--- src/hdl/vc_pkg.sv ---
// Shared constants and types for the valid-mode 2D convolution core.
package vc_pkg;

	localparam int MAX_KERNEL_D = 5;
	localparam int MAX_COLS_D   = 1024;
	localparam int DATA_BITS_D  = 16;

	localparam int SUM_W      = 36;   // result width, sums wrap here
	localparam int ROW_W      = 10;   // row counter width
	localparam int OUT_POS_W  = 10;   // result row and column width
	localparam int ROW_LIMIT  = 1024;
	localparam int IDX_W      = 5;    // coefficient index field
	localparam int GEOM_W     = 11;   // image geometry registers
	localparam int KDIM_W     = 3;    // kernel geometry registers
	localparam int CFG_ADDR_W = 2;

	typedef enum logic [CFG_ADDR_W-1:0] {
		CFG_IMAGE_ROWS  = 2'd0,
		CFG_IMAGE_COLS  = 2'd1,
		CFG_KERNEL_ROWS = 2'd2,
		CFG_KERNEL_COLS = 2'd3
	} cfg_reg_t;

	typedef enum logic {
		ACT_LOAD  = 1'b0,
		ACT_PIXEL = 1'b1
	} action_t;

	typedef struct packed {
		logic [OUT_POS_W-1:0] row;
		logic [OUT_POS_W-1:0] col;
		logic                 last;
	} meta_t;

endpackage

--- src/hdl/vc_cell.sv ---
// One window column cell: holds a column, passes it on, multiplies and sums it.
module vc_cell import vc_pkg::*; #(
	parameter int MAX_KERNEL = MAX_KERNEL_D,
	parameter int DATA_BITS  = DATA_BITS_D
) (
	input  logic                                 clk,
	input  logic                                 shift_en,
	input  logic                                 pipe_en,
	input  logic [MAX_KERNEL-1:0][DATA_BITS-1:0] col_in,
	input  logic [MAX_KERNEL-1:0][DATA_BITS-1:0] coef,
	output logic [MAX_KERNEL-1:0][DATA_BITS-1:0] col_out,
	output logic signed [SUM_W-1:0]              colsum
);

	localparam int PW = 2 * DATA_BITS;

	logic [MAX_KERNEL-1:0][DATA_BITS-1:0] col_q;
	logic signed [PW-1:0]                 prod_s3 [MAX_KERNEL];
	logic signed [SUM_W-1:0]              colsum_s4;
	logic signed [SUM_W-1:0]              acc;

	always_ff @(posedge clk) begin
		if (shift_en) begin
			col_q <= col_in;
		end
	end

	// products of the column against this cell's coefficients
	always_ff @(posedge clk) begin
		if (pipe_en) begin
			for (int i = 0; i < MAX_KERNEL; i++) begin
				prod_s3[i] <= $signed(col_q[i]) * $signed(coef[i]);
			end
		end
	end

	always_comb begin
		acc = '0;
		for (int i = 0; i < MAX_KERNEL; i++) begin
			acc = acc + SUM_W'(prod_s3[i]);
		end
	end

	always_ff @(posedge clk) begin
		if (pipe_en) begin
			colsum_s4 <= acc;
		end
	end

	assign col_out = col_q;
	assign colsum  = colsum_s4;

endmodule

--- config.mk ---
export PLATFORM = sky130hd
export DESIGN_NAME = vc_cell
export DESIGN_NICKNAME = d
export VERILOG_FILES = /design/src/hdl/vc_pkg.sv /design/src/hdl/vc_cell.sv
export SDC_FILE = /design/constraint.sdc
export NUM_CORES = 2
export LEC_CHECK = 0
export ABC_AREA = 1
export BUFFER_PORTS_ARGS = -buffer_cell sky130_fd_sc_hd__clkbuf_2
export CAP_MARGIN = 40
export CORE_MARGIN = 2
export CORE_UTILIZATION = 25
export DETAILED_ROUTE_END_ITERATION = 6
export SYNTH_ARGS = -nofsm -noshare
export SYNTH_HDL_FRONTEND = slang
export SYNTH_SLANG_ARGS = --single-unit
--- constraint.sdc ---
create_clock -name clk -period 13.4 [get_ports clk]
set_input_delay 0.67 -clock clk [delete_from_list [all_inputs] [get_ports clk]]
set_output_delay 0.67 -clock clk [all_outputs]
set_load 0.05 [all_outputs]
# After elaboration in Yosys (flattened, before gate mapping)
# Memory sizes are Yosys's and may differ from the RTL's.
# Index checks and enable logic that the tools add are counted.
dict set report totals {
  in_bits 163
  output_inout_bits 116
  word_cells 18
  ff_bits 116
  ram_bits 160
  n_memories 1
}
dict set report classes {
  muxes 2
  addsub 4
  mul 5
}
# name depth width read_ports rd_clocked_by_memory_dff wr line
set memory_table {}
lappend memory_table {prod_s3 5 32 5 0 5 vc_cell.sv:18} ;# logic signed [PW-1:0] prod_s3 [MAX_KERNEL];
# cell n
set op_table {}
lappend op_table {{$mul A16 B16 Y32} 5}
lappend op_table {{$add A35 B32 Y36} 1}
lappend op_table {{$add A34 B32 Y35} 1}
lappend op_table {{$add A33 B32 Y34} 1}
lappend op_table {{$add A32 B32 Y33} 1}
lappend op_table {{$mux W1} 2}

# Longest topological paths before layout
dict set report logic_depth {
  ltp_word 4
  ltp_mapped 27
  mapped_depth_nobuf 25
}

# Least setup slack after synthesis
# Ideal clock, no wire load.
dict set report synth_path {
  path_kind {in2reg}
  start {input port coef[2] (netlist bit)}
  end {memory prod_s3[0][30] (netlist bit) (data pin)}
  setup_slack_ps 7359
  setup_ps 252
  t_arrival_ps 5788
  required_ps 13148
  n_path_buf 2
  cell_stages 22
  cell_sequence {clkbuf_1 clkbuf_1 nand2_1 fa_1 inv_1 fa_1 inv_1 fa_1 inv_1 fa_1 inv_1 fa_1 inv_1 fa_1 ha_1 a21oi_1 a21boi_0 nand2_1 a21oi_1 nand2_1 nand2_1 nand2_1}
}
# element line
set synth_lines {}
lappend synth_lines {{start, declared} vc_cell.sv:10} ;# input logic [MAX_KERNEL-1:0][DATA_BITS-1:0] coef,
lappend synth_lines {{end, declared} vc_cell.sv:18}

==> metrics <==
status finished, final reports clean; # port buffers 278; Slew HR 0.379; Die X 518 um; DRC Markers 0; number of post-CTS setup repair buffers 0; #FFs+latches synth 276; final antenna-violating net count 0; CP dominant cell by count fa_1; # fillers 28400; Via Count 49000; clock latency on the worst-skew pair 680 ps; total track usage 0.137; worst hold slack 164 ps; dominant synthesized flop cell edfxtp_1; cell taking the most area after synthesis fa_1; Post-Syn Area 66100 sq um; Worst EP required 13890 ps; Rows 188; Final Critical Period 6470 ps; R2R setup slack 6930 ps; R2R Path End prod_s3[1][23]; commonest non-fill, non-tap cell in the layout inv_1; critical path startpoint category flop; clock-pin slew on the worst setup and hold paths 70 ps; hold crit path type input pin to flop; gr ovfl total 0; Final Wtd Congestion 0.922; die span in y 518 um; final setup TNS 0 ps; core area 263000 sq um; slowest stage delay, CP 940 ps; dpl cell area 71100 sq um; first-pass GRT wire length 290000 um; Detailed Place HPWL 153000 um; top-area cell type share of the netlist area 0.426; largest cells by area after synthesis fa_1 43%, inv_1 13%, edfxtp_1 13%; register area share after synthesis 0.125; number of global-route vias before repair 51300; critical path fanouts, max 17; post-synth cell types 37; Mapped Avg Cell Area 8.26 sq um; largest net degree at the start of global routing 63; Iteration-0 DRC Markers 3445; r2r worst-path depth 18; hold violation total from the final report 0; P&R area growth vs syn 9.49%; max_cap viols 0; cts bufs inserted 41; Fmax 0.154 GHz; syn nets 10000; Post-synth EDFFs 276; Post-Route WL 181000 um; Hold Path Sink col_out[71]; clk_skew 77.2 ps; post-route cell area 72400 sq um; hold depth 1; pins over their slew limit 0; initial antenna violation count 5; CTS resizes 0; CTS tree yes; CP Cell Sequence nand2_1, inv_1, fa_1, fa_1, fa_1, fa_1, fa_1, inv_1, fa_1, inv_1, ha_1, nand2_2, nor2_1, inv_1, nor2_1, nand4_1, nand3b_1, xor2_1; Worst Setup End Kind flop; Yosys Warn Count 0; CTS Hold Bufs 0; Setup Viol. Count Final 0; level count of the clock H-tree 2; R2R Path Start col_out[31]; starting density of the core 0.252; Clock Path Buffers 3; asr flop ratio synth 0; highest-delay cell along the critical path fa_1; average wire per standard cell 15.6 um; Final Cycle Share 0.483; placed cells 11500; Mapped Cells 8003; hold_sp col_in[71]; die area 269000 sq um; nets 10100; commonest cells after routing, fill and taps aside 2369 x inv_1, 2064 x nand2_1, 1408 x fa_1; antenna cell count 0; Cell Count, Final, Fillers Out 11600; share of layout cells above drive strength 1 0.0559; IO Count 279; Worst Tran Pin Value 931 ps; clk sink count 276; DRT Pass-1 Iters 6; RSZ-0062 raised after global routing false; critical path type flop to flop; vias per inst 4.22; CP arrival 6960 ps; clk root buf clkbuf_16
==> synth_stat cells (all sizes together), types with 50 or more instances <==
cell type and count:
nand4 66, ha 446, clkbuf 282, nor2 294
a21oi 186, o21ai 106, fa 1408, nand3 196
inv 2380, nand2 2083, nor3 50, xor2 99
edfxtp 276
==> sequential cells by signal, summed over array words and instances (netlist names) <==
signal   count
prod_s3    160
colsum      36
col_out     80
==> worst max-delay path by stage <==
stage | depth (start not counted) | from | slack, ps | end
after global placement | 21 | coef[23] | 6760 | prod_s3[1][16]
after detailed placement | 19 | coef[17] | 6820 | prod_s3[1][23]
after global routing | 18 | col_out[31] | 6550 | prod_s3[1][23]
after floorplan | 22 | coef[2] | 7360 | prod_s3[0][30]
final | 18 | col_out[31] | 6930 | prod_s3[1][23]
after CTS | 18 | col_out[31] | 6910 | prod_s3[1][23]
==> metal layers <==
metal / vias to the layer above / GRT usage / share of wire / routed length (um)
li1: 23000 / - / - / -
met1: 24500 / 0.189 / 0.45 / 81100
met2: 1294 / 0.226 / 0.47 / 84800
met3: 194 / 0.0140 / 0.050 / 9110
met4: 2 / 0.0413 / 0.032 / 5790
met5: - / 0 / 0.000039 / 7
==> through the flow <==
| stage | setup slack (ps) | utilization |
|---|---|---|
| 6_report | 6930 | 0.275 |
| 5_1_grt | 6550 | 0.275 |
| 4_1_cts | 6910 | 0.275 |
| 3_5_place_dp | 6820 | 0.271 |
| 3_3_place_gp | 6760 | 0.270 |
| 2_1_floorplan | 7360 | - |
==> cells by family (layout without fill, tap and decap cells) <==
kind of cell / count (synthesis) / after routing / synth area share
flip-flops: 276 / 276 / 0.125
buffers and inverters: 2669 / 2753 / 0.152
adder cells (fa/ha/maj): 1854 / 1854 / 0.511
AO/OA/AOI/OAI: 341 / 341 / 0.0280
XOR/XNOR: 129 / 129 / 0.0171
AND/OR/NAND/NOR: 2734 / 2734 / 0.167
==> worst max-delay path, delay by kind of cell (launching register included) <==
kind	cells	cell delay [ps]
adder cells (fa/ha/maj)	7	3950
AND/OR/NAND/NOR	6	890
flip-flops	1	830
buffers and inverters	4	350
XOR/XNOR	1	260
==> final cells by class <==
type / count / area (sq um) / share of cell area
clock inverters: 26 / 220 / 0.00304
multi-input cells: 5058 / 47800 / 0.660
clock buffers: 47 / 1070 / 0.0148
well taps: 3515 / 4400 / 0.0608
flip-flops and latches: 276 / 8290 / 0.115
repair buffers: 298 / 1660 / 0.0229
inverters: 2382 / 8940 / 0.124
Power is not shown: default switching activity piles up to over one toggle a cycle in this logic, so the estimate is an artifact.
